**src/hw/rtl/q5k_pkg.sv**
```systemverilog
package q5k_pkg;

    localparam int BLOCK_SIZE = 256;
    localparam int LANES    = 16;
    localparam int SB_W     = 3;
    localparam int SCALE_W  = 6;
    localparam int GSUM_W   = 12;
    localparam int PROD_W   = 13;
    localparam int SUM_W    = 17;
    localparam int DPROD_W  = 23;
    localparam int MPROD_W  = 18;
    localparam int DOT_W    = 27;
    localparam int MIN_W    = 22;
    localparam int IN_DATA_W  = 496;
    localparam int OUT_DATA_W = 56;

    localparam logic OP_HEADER = 1'b0;
    localparam logic OP_BEAT   = 1'b1;

    typedef logic signed [PROD_W-1:0] prod_t;

    typedef struct packed {
        logic                     valid;
        logic                     first;
        logic                     last;
        logic [SCALE_W-1:0]       scale;
        logic [SCALE_W-1:0]       min;
        logic signed [GSUM_W-1:0] gsum;
    } beat_ctrl_t;

endpackage

```
**src/hw/rtl/q5k_lane.sv**
```systemverilog
module q5k_lane
    import q5k_pkg::*;
(
    input  logic            clk,
    input  logic            advance,
    input  logic [SB_W-1:0] sb,
    input  logic [7:0]      nib_byte,
    input  logic [7:0]      hb_byte,
    input  logic [7:0]      act_byte,
    output prod_t           prod
);

    logic [3:0]         nib;
    logic               hbit;
    logic [4:0]         q;
    logic signed [13:0] full;
    prod_t              prod_reg;

    always_comb
    begin
        nib  = sb[0] ? nib_byte[7:4] : nib_byte[3:0];
        hbit = hb_byte[sb];
        q    = {hbit, nib};
        full = $signed({1'b0, q}) * $signed(act_byte);
    end

    always_ff @(posedge clk)
    begin
        if (advance)
        begin
            prod_reg <= full[PROD_W-1:0];
        end
    end

    assign prod = prod_reg;

endmodule

```
**src/hw/rtl/q5k_merge.sv**
```systemverilog
module q5k_merge
    import q5k_pkg::*;
(
    input  logic                    clk,
    input  logic                    rst_n,
    input  logic                    advance,
    input  beat_ctrl_t              ctrl1,
    input  prod_t                   prod [LANES],
    output logic                    done,
    output logic signed [DOT_W-1:0] scaled_dot,
    output logic signed [MIN_W-1:0] min_dot
);

    logic signed [PROD_W:0]   lvl1 [8];
    logic signed [PROD_W+1:0] lvl2 [4];
    logic signed [PROD_W+2:0] lvl3 [2];
    logic signed [SUM_W-1:0]  sum_next;
    logic signed [18:0]       mmul;
    logic signed [23:0]       dmul;

    beat_ctrl_t               ctrl2_reg;
    beat_ctrl_t               ctrl3_reg;
    logic signed [SUM_W-1:0]  sum_reg;
    logic signed [MPROD_W-1:0] mprod2_reg;
    logic signed [DPROD_W-1:0] dprod3_reg;
    logic signed [MPROD_W-1:0] mprod3_reg;
    logic signed [DOT_W-1:0]  dot_acc_reg;
    logic signed [DOT_W-1:0]  dot_acc_next;
    logic signed [MIN_W-1:0]  min_acc_reg;
    logic signed [MIN_W-1:0]  min_acc_next;

    // adder tree across lanes, with the min and scale products
    always_comb
    begin
        for (int k = 0; k < 8; k++)
        begin
            lvl1[k] = (PROD_W+1)'(prod[2*k]) + (PROD_W+1)'(prod[2*k+1]);
        end
        for (int k = 0; k < 4; k++)
        begin
            lvl2[k] = (PROD_W+2)'(lvl1[2*k]) + (PROD_W+2)'(lvl1[2*k+1]);
        end
        for (int k = 0; k < 2; k++)
        begin
            lvl3[k] = (PROD_W+3)'(lvl2[2*k]) + (PROD_W+3)'(lvl2[2*k+1]);
        end
        sum_next = SUM_W'(lvl3[0]) + SUM_W'(lvl3[1]);
        mmul     = ctrl1.gsum * $signed({1'b0, ctrl1.min});
        dmul     = sum_reg * $signed({1'b0, ctrl2_reg.scale});
    end

    always_comb
    begin
        if (ctrl3_reg.first)
        begin
            dot_acc_next = DOT_W'(dprod3_reg);
            min_acc_next = MIN_W'(mprod3_reg);
        end
        else
        begin
            dot_acc_next = dot_acc_reg + DOT_W'(dprod3_reg);
            min_acc_next = min_acc_reg + MIN_W'(mprod3_reg);
        end
    end

    always_ff @(posedge clk or negedge rst_n)
    begin
        if (!rst_n)
        begin
            ctrl2_reg <= '0;
            ctrl3_reg <= '0;
        end
        else if (advance)
        begin
            ctrl2_reg <= ctrl1;
            ctrl3_reg <= ctrl2_reg;
        end
    end

    always_ff @(posedge clk)
    begin
        if (advance)
        begin
            sum_reg    <= sum_next;
            mprod2_reg <= mmul[MPROD_W-1:0];
            dprod3_reg <= dmul[DPROD_W-1:0];
            mprod3_reg <= mprod2_reg;
            if (ctrl3_reg.valid)
            begin
                dot_acc_reg <= dot_acc_next;
                min_acc_reg <= min_acc_next;
            end
        end
    end

    assign done       = ctrl3_reg.valid && ctrl3_reg.last;
    assign scaled_dot = dot_acc_next;
    assign min_dot    = min_acc_next;

endmodule

```
**src/hw/rtl/q5k_q8k_superblock_dot.sv**
```systemverilog
// q5_k by q8_k super-block integer dot product
//
// input stream: one header word (tuser = 0) with the twelve packed scale bytes,
// then sixteen data words (tuser = 1), each with sixteen 5-bit weights, their
// int8 activations and the group sum of those activations
// output stream: one word per sixteen data words with the scaled dot sum and
// the min-weighted group sum
//
// sixteen lane multipliers take a data word per cycle unless stalled, a merge
// stage adds the lane products, applies the sub-block scale and accumulates
// throughput: one word per cycle on the input, headers included, unless stalled
// the last data word passes the lane, sum, scaled-product and output registers
//
// reset clears the scales to zero and the beat count; data words sent without
// a header use the scales last loaded
// when the receiver stalls with a result pending, the whole pipeline holds and
// tready drops until that result is taken
module q5k_q8k_superblock_dot
    import q5k_pkg::*;
(
    input  logic                  clk,
    input  logic                  rst_n,
    input  logic                  s_axis_tvalid,
    output logic                  s_axis_tready,
    // scale_bytes_low, scale_bytes_high, nibbles_first, nibbles_second,
    // highbits_first, highbits_second, acts_first, acts_second, act_group_sum
    input  logic [IN_DATA_W-1:0]  s_axis_tdata,
    // op
    input  logic                  s_axis_tuser,
    output logic                  m_axis_tvalid,
    input  logic                  m_axis_tready,
    // scaled_dot, min_dot
    output logic [OUT_DATA_W-1:0] m_axis_tdata
);

    localparam int BEATS  = BLOCK_SIZE / LANES;
    localparam int BEAT_W = $clog2(BEATS);

    logic [63:0]             scale_lo;
    logic [31:0]             scale_hi;
    logic [8*LANES-1:0]      nib_all;
    logic [8*LANES-1:0]      hb_all;
    logic [8*LANES-1:0]      act_all;
    logic [7:0]              sbyte [12];

    logic                    stall;
    logic                    advance;
    logic                    accept;
    logic                    hdr_accept;
    logic                    beat_accept;
    logic [SB_W-1:0]         sb;
    logic                    beat_last;

    logic [BEAT_W-1:0]       beat_cnt_reg;
    logic [BEAT_W-1:0]       beat_cnt_next;
    logic [SCALE_W-1:0]      sub_scale_reg [8];
    logic [SCALE_W-1:0]      sub_scale_next [8];
    logic [SCALE_W-1:0]      sub_min_reg [8];
    logic [SCALE_W-1:0]      sub_min_next [8];
    beat_ctrl_t              ctrl1_reg;
    beat_ctrl_t              ctrl1_next;
    prod_t                   prod [LANES];

    logic                    done;
    logic signed [DOT_W-1:0] scaled_dot;
    logic signed [MIN_W-1:0] min_dot;
    logic                    out_valid_reg;
    logic [DOT_W-1:0]        out_dot_reg;
    logic [MIN_W-1:0]        out_min_reg;

    assign scale_lo = s_axis_tdata[63:0];
    assign scale_hi = s_axis_tdata[95:64];
    assign nib_all  = s_axis_tdata[223:96];
    assign hb_all   = s_axis_tdata[351:224];
    assign act_all  = s_axis_tdata[479:352];

    assign stall         = out_valid_reg && !m_axis_tready;
    assign advance       = !stall;
    assign s_axis_tready = advance;
    assign accept        = s_axis_tvalid && advance;
    assign hdr_accept    = accept && (s_axis_tuser == OP_HEADER);
    assign beat_accept   = accept && (s_axis_tuser == OP_BEAT);
    assign sb            = beat_cnt_reg[BEAT_W-1:BEAT_W-SB_W];
    assign beat_last     = (beat_cnt_reg == BEAT_W'(BEATS - 1));

    // scale unpacking
    always_comb
    begin
        for (int j = 0; j < 8; j++)
        begin
            sbyte[j] = scale_lo[8*j +: 8];
        end
        for (int j = 0; j < 4; j++)
        begin
            sbyte[8+j] = scale_hi[8*j +: 8];
        end
        for (int j = 0; j < 8; j++)
        begin
            sub_scale_next[j] = sub_scale_reg[j];
            sub_min_next[j]   = sub_min_reg[j];
        end
        if (hdr_accept)
        begin
            for (int j = 0; j < 4; j++)
            begin
                sub_scale_next[j]   = sbyte[j][5:0];
                sub_min_next[j]     = sbyte[j+4][5:0];
                sub_scale_next[j+4] = {sbyte[j][7:6], sbyte[j+8][3:0]};
                sub_min_next[j+4]   = {sbyte[j+4][7:6], sbyte[j+8][7:4]};
            end
        end
    end

    always_comb
    begin
        beat_cnt_next = beat_cnt_reg;
        if (hdr_accept)
        begin
            beat_cnt_next = '0;
        end
        else if (beat_accept)
        begin
            beat_cnt_next = beat_cnt_reg + 1'b1;
        end
    end

    always_comb
    begin
        ctrl1_next.valid = beat_accept;
        ctrl1_next.first = (beat_cnt_reg == '0);
        ctrl1_next.last  = beat_last;
        ctrl1_next.scale = sub_scale_reg[sb];
        ctrl1_next.min   = sub_min_reg[sb];
        ctrl1_next.gsum  = $signed(s_axis_tdata[480 +: GSUM_W]);
    end

    always_ff @(posedge clk or negedge rst_n)
    begin
        if (!rst_n)
        begin
            beat_cnt_reg  <= '0;
            ctrl1_reg     <= '0;
            out_valid_reg <= 1'b0;
            for (int j = 0; j < 8; j++)
            begin
                sub_scale_reg[j] <= '0;
                sub_min_reg[j]   <= '0;
            end
        end
        else
        begin
            beat_cnt_reg <= beat_cnt_next;
            for (int j = 0; j < 8; j++)
            begin
                sub_scale_reg[j] <= sub_scale_next[j];
                sub_min_reg[j]   <= sub_min_next[j];
            end
            if (advance)
            begin
                ctrl1_reg     <= ctrl1_next;
                out_valid_reg <= done;
            end
        end
    end

    always_ff @(posedge clk)
    begin
        if (advance && done)
        begin
            out_dot_reg <= scaled_dot;
            out_min_reg <= min_dot;
        end
    end

    for (genvar i = 0; i < LANES; i++)
    begin : g_lane
        q5k_lane u_lane
        (
            .clk      (clk),
            .advance  (advance),
            .sb       (sb),
            .nib_byte (nib_all[8*i +: 8]),
            .hb_byte  (hb_all[8*i +: 8]),
            .act_byte (act_all[8*i +: 8]),
            .prod     (prod[i])
        );
    end

    q5k_merge u_merge
    (
        .clk        (clk),
        .rst_n      (rst_n),
        .advance    (advance),
        .ctrl1      (ctrl1_reg),
        .prod       (prod),
        .done       (done),
        .scaled_dot (scaled_dot),
        .min_dot    (min_dot)
    );

    assign m_axis_tvalid = out_valid_reg;
    assign m_axis_tdata  = {(OUT_DATA_W-DOT_W-MIN_W)'(0), out_min_reg, out_dot_reg};

    a_hdr_clears_count: assert property (@(posedge clk) disable iff (!rst_n)
        hdr_accept |=> (beat_cnt_reg == '0))
        else $error("header did not clear beat count");

    a_count_only_on_accept: assert property (@(posedge clk) disable iff (!rst_n)
        !accept |=> $stable(beat_cnt_reg))
        else $error("beat count moved without an accepted word");

    a_beat_enters_pipe: assert property (@(posedge clk) disable iff (!rst_n)
        beat_accept |=> ctrl1_reg.valid)
        else $error("accepted beat missing from pipeline");

    a_result_from_last: assert property (@(posedge clk) disable iff (!rst_n)
        $rose(out_valid_reg) |-> $past(done))
        else $error("result raised without a finished block");

endmodule

```
**config.mk**
```make
export PLATFORM = sky130hd
export DESIGN_NAME = q5k_q8k_superblock_dot
export DESIGN_NICKNAME = d
export VERILOG_FILES = /design/src/hw/rtl/q5k_pkg.sv /design/src/hw/rtl/q5k_lane.sv /design/src/hw/rtl/q5k_merge.sv /design/src/hw/rtl/q5k_q8k_superblock_dot.sv
export SDC_FILE = /design/constraint.sdc
export NUM_CORES = 2
export LEC_CHECK = 0
export BUFFER_PORTS_ARGS = -buffer_cell sky130_fd_sc_hd__buf_2
export CAP_MARGIN = 20
export CORE_MARGIN = 5
export CORE_UTILIZATION = 55
export CTS_CLUSTER_DIAMETER = 120
export CTS_CLUSTER_SIZE = 28
export DETAILED_ROUTE_END_ITERATION = 10
export PLACE_DENSITY = 0.78
export SYNTH_ARGS = -nofsm -noshare
export SYNTH_HDL_FRONTEND = slang
export SYNTH_HIERARCHICAL = 1
export SYNTH_SLANG_ARGS = --single-unit
```
**constraint.sdc**
```tcl
create_clock -name clk -period 6.3 [get_ports clk]
set_input_delay 0.63 -clock clk [delete_from_list [all_inputs] [get_ports clk]]
set_output_delay 0.63 -clock clk [all_outputs]
set_load 0.1 [all_outputs]
```
==> impl_metrics.yaml <==
run_status:
  status: "finished clean"
cells_and_area:
  multiInputGateArea_sq_um: 37200
  layout.nets: 7675
  area_delta_synth_final_pct: 8.93
  largest_register_ffs: 208
  seqCellArea_sq_um: 15000
  fillers: 8551
  layout-drive-gt1-share_pct: 13.7
  final_common_cell: "inv_1"
  final_cell_mix: "inv_1 (1,182), fa_1 (694), buf_2 (546), ha_1 (503), edfxtp_1 (382)"
synth:
  synth_area_sq_um: 57100
  netlist_instances: 5465
  synth-xor-area-share_pct: 4.11
  synth_top_flop_cell: "edfxtp_1"
  synth.area.top_cells: "fa_1 (24%), edfxtp_1 (20%), ha_1 (11%)"
  post-synth-top-area-fraction_pct: 24.3
  syn_area_per_cell_sq_um: 10.4
  synthSimpleGateAreaFrac_pct: 12.6
  synth_fa_ha_area_share_pct: 35.4
  muxShareOfSynthArea_pct: 6.15
  ys_types: 70
  async_reset_ff_share_pct: 26.8
  synth_edf_count: 382
  yosysSeqAreaShare_pct: 26.2
  yosys.area.top_type: "fa_1"
  synth_compound_area_share_pct: 6.89
  synth_top_family_by_area: "adder cells"
  synth-seq-cells: 522
  synth_warnings: 6
floorplan:
  dieWidth_um: 332
  fp.dieH_um: 332
  rows: 118
  io_pins: 559
  core_sq_um: 103000
  start_util_pct: 55.2
  dieArea_sq_um: 110000
timing:
  fin_crit_sh_pct: 93.9
  finalClockSkew_ps: 21.7
  finalSetupViolations: 0
  fmax_mhz: 169
  period_minus_slack_ps: 5920
  slew_violations: 0
  worstMarginPinSlew_ps: 1080
  finalSetupTns_ps: 0
  max_slew_margin_pct: 27.7
  rsz0062_at_grt: "false"
  finalHoldViolCount: 0
critical_path:
  rr_worst_depth: 20
  r2r-start: "g_lane[9].u_lane/prod[2]$_DFFE_PP_"
  critPathArrivalTime_ps: 6260
  path_max_fanout: 3
  crit_path_start_kind: "flop"
  end_kind: "flop"
  required_ps: 6650
  crit_type: "flop to flop"
  r2r-end: "u_merge/sum_reg[16]$_DFFE_PP_"
  r2r_slack_ps: 380
route:
  drc: 0
  dr.pass1.iters: 6
  routed_via_density: 5.33
  dr.max_layer_used: "met5"
  drtIter0Drc: 2205
  wirelength_met1_um: 53800
  wl_per_cell_um: 17.5
  drtAntennaViolNets: 0
  wl_um: 130000
  vias: 39450
  route.met3.wl_um: 5450
  wl_met2_um: 65900
clocking:
  clockBufferDepth: 3
  path_clk_slew_ps: 120
  clk_latency_ps: 590
  cts_sinks: 522
  postCtsSetupBuffers: 0
  cts_inserted_buffers: 23
  root_buffer: "clkbuf_16"
  cts_hold_buf: 0
  cts_tree: "done"
  cts_resized: 0
  cts_htree_levels: 1
global_routing:
  grt_pass1_wl_um: 211000
  first_global_vias: 41261
  grt.overflow.total: 0
  grt_use_total_pct: 23.4
  antenna_found_initial: 33
  grt_max_degree: 204
placed_design:
  hpwlAfterDp_um: 108000
  portBuffers: 547
  place.gp.congestion: 0.919
hold_path:
  hp-class: "primary input to async pin"
job:
  cap_viol_max_count: 0
## routing by layer
metal  vias to the layer above  global-route usage [%]
met1                     19648                    30.7
met2                       924                    41.7
met3                       192                    1.98
li1                      18684                       -
met5                         -                       0
met4                         2                    7.09
## worst max-delay path: stages, from the launching register on
cell,delay (ps)
edfxtp_1,430
fa_1,560
inv_1,60
fa_1,490
inv_1,50
fa_1,520
fa_1,490
inv_1,50
fa_1,460
fa_1,490
inv_1,40
ha_1,210
fa_1,460
a21oi_1,140
o21bai_1,100
a21oi_1,210
o21ai_0,200
a211oi_1,320
o31ai_1,120
a21oi_1,180
xnor2_1,80
## synth_stat cells (57+ instances only)
cell type / count
mux2_2: 136
nand2b_1: 91
and2_1: 266
nor2_1: 78
edfxtp_1: 382
o21ai_0: 121
ha_1: 503
inv_1: 1182
a21oi_1: 147
xor2_1: 74
nand2_1: 355
nor2b_1: 348
dfrtp_1: 140
mux2i_1: 57
xnor2_1: 194
fa_1: 694
## stage by stage
step | std cells | hold slack [ps] | area (sq um) | util (%) | worst slack [ps]
floorplan | 5471 | 334 | 57100 | - | 742
global placement | 7331 | 401 | 61400 | 59.4 | 447
detailed placement | 7331 | 405 | 61400 | 59.4 | 415
CTS | 7372 | 114 | 62100 | 60.1 | 376
global route | 7398 | 135 | 62200 | 60.1 | 102
finish | 7401 | 72.1 | 62200 | 60.1 | 381
## worst max-delay path by stage
| stage | start | endpoint | slack, ps |
|---|---|---|---|
| 2_1_floorplan | m_axis_tvalid$_DFFE_PN0P_ | u_merge/dot_acc_reg[0]$_DFFE_PP_ | 740 |
| 5_1_grt | g_lane[9].u_lane/prod[2]$_DFFE_PP_ | u_merge/sum_reg[16]$_DFFE_PP_ | 100 |
| 6_report | g_lane[9].u_lane/prod[2]$_DFFE_PP_ | u_merge/sum_reg[16]$_DFFE_PP_ | 380 |
| 3_3_place_gp | g_lane[9].u_lane/prod[2]$_DFFE_PP_ | u_merge/sum_reg[16]$_DFFE_PP_ | 450 |
| 4_1_cts | g_lane[9].u_lane/prod[2]$_DFFE_PP_ | u_merge/sum_reg[16]$_DFFE_PP_ | 380 |
| 3_5_place_dp | g_lane[9].u_lane/prod[2]$_DFFE_PP_ | u_merge/sum_reg[16]$_DFFE_PP_ | 410 |
## cell type report
class | instances | area share, %
antenna | 28 | 0.113
clock buffer | 37 | 1.04
clock inverter | 4 | 0.0664
inverter | 1185 | 7.17
multi-input combinational | 3671 | 59.9
sequential | 522 | 24.1
tap | 1380 | 2.78
timing repair buffer | 574 | 4.84
## logic make-up (layout without fill, tap and decap cells)
family | count (synthesis) | in the layout
other cells | 1 | 35
xor+xnor | 268 | 268
flops | 522 | 522
buf+inv | 1278 | 1800
simple gates | 1326 | 1326
compound gates | 603 | 603
fa+ha+maj | 1197 | 1197
mux | 270 | 270
Power is left out: the tool's default activity adds up to more than one toggle a clock period on the data nets, which glitch-free logic cannot reach.
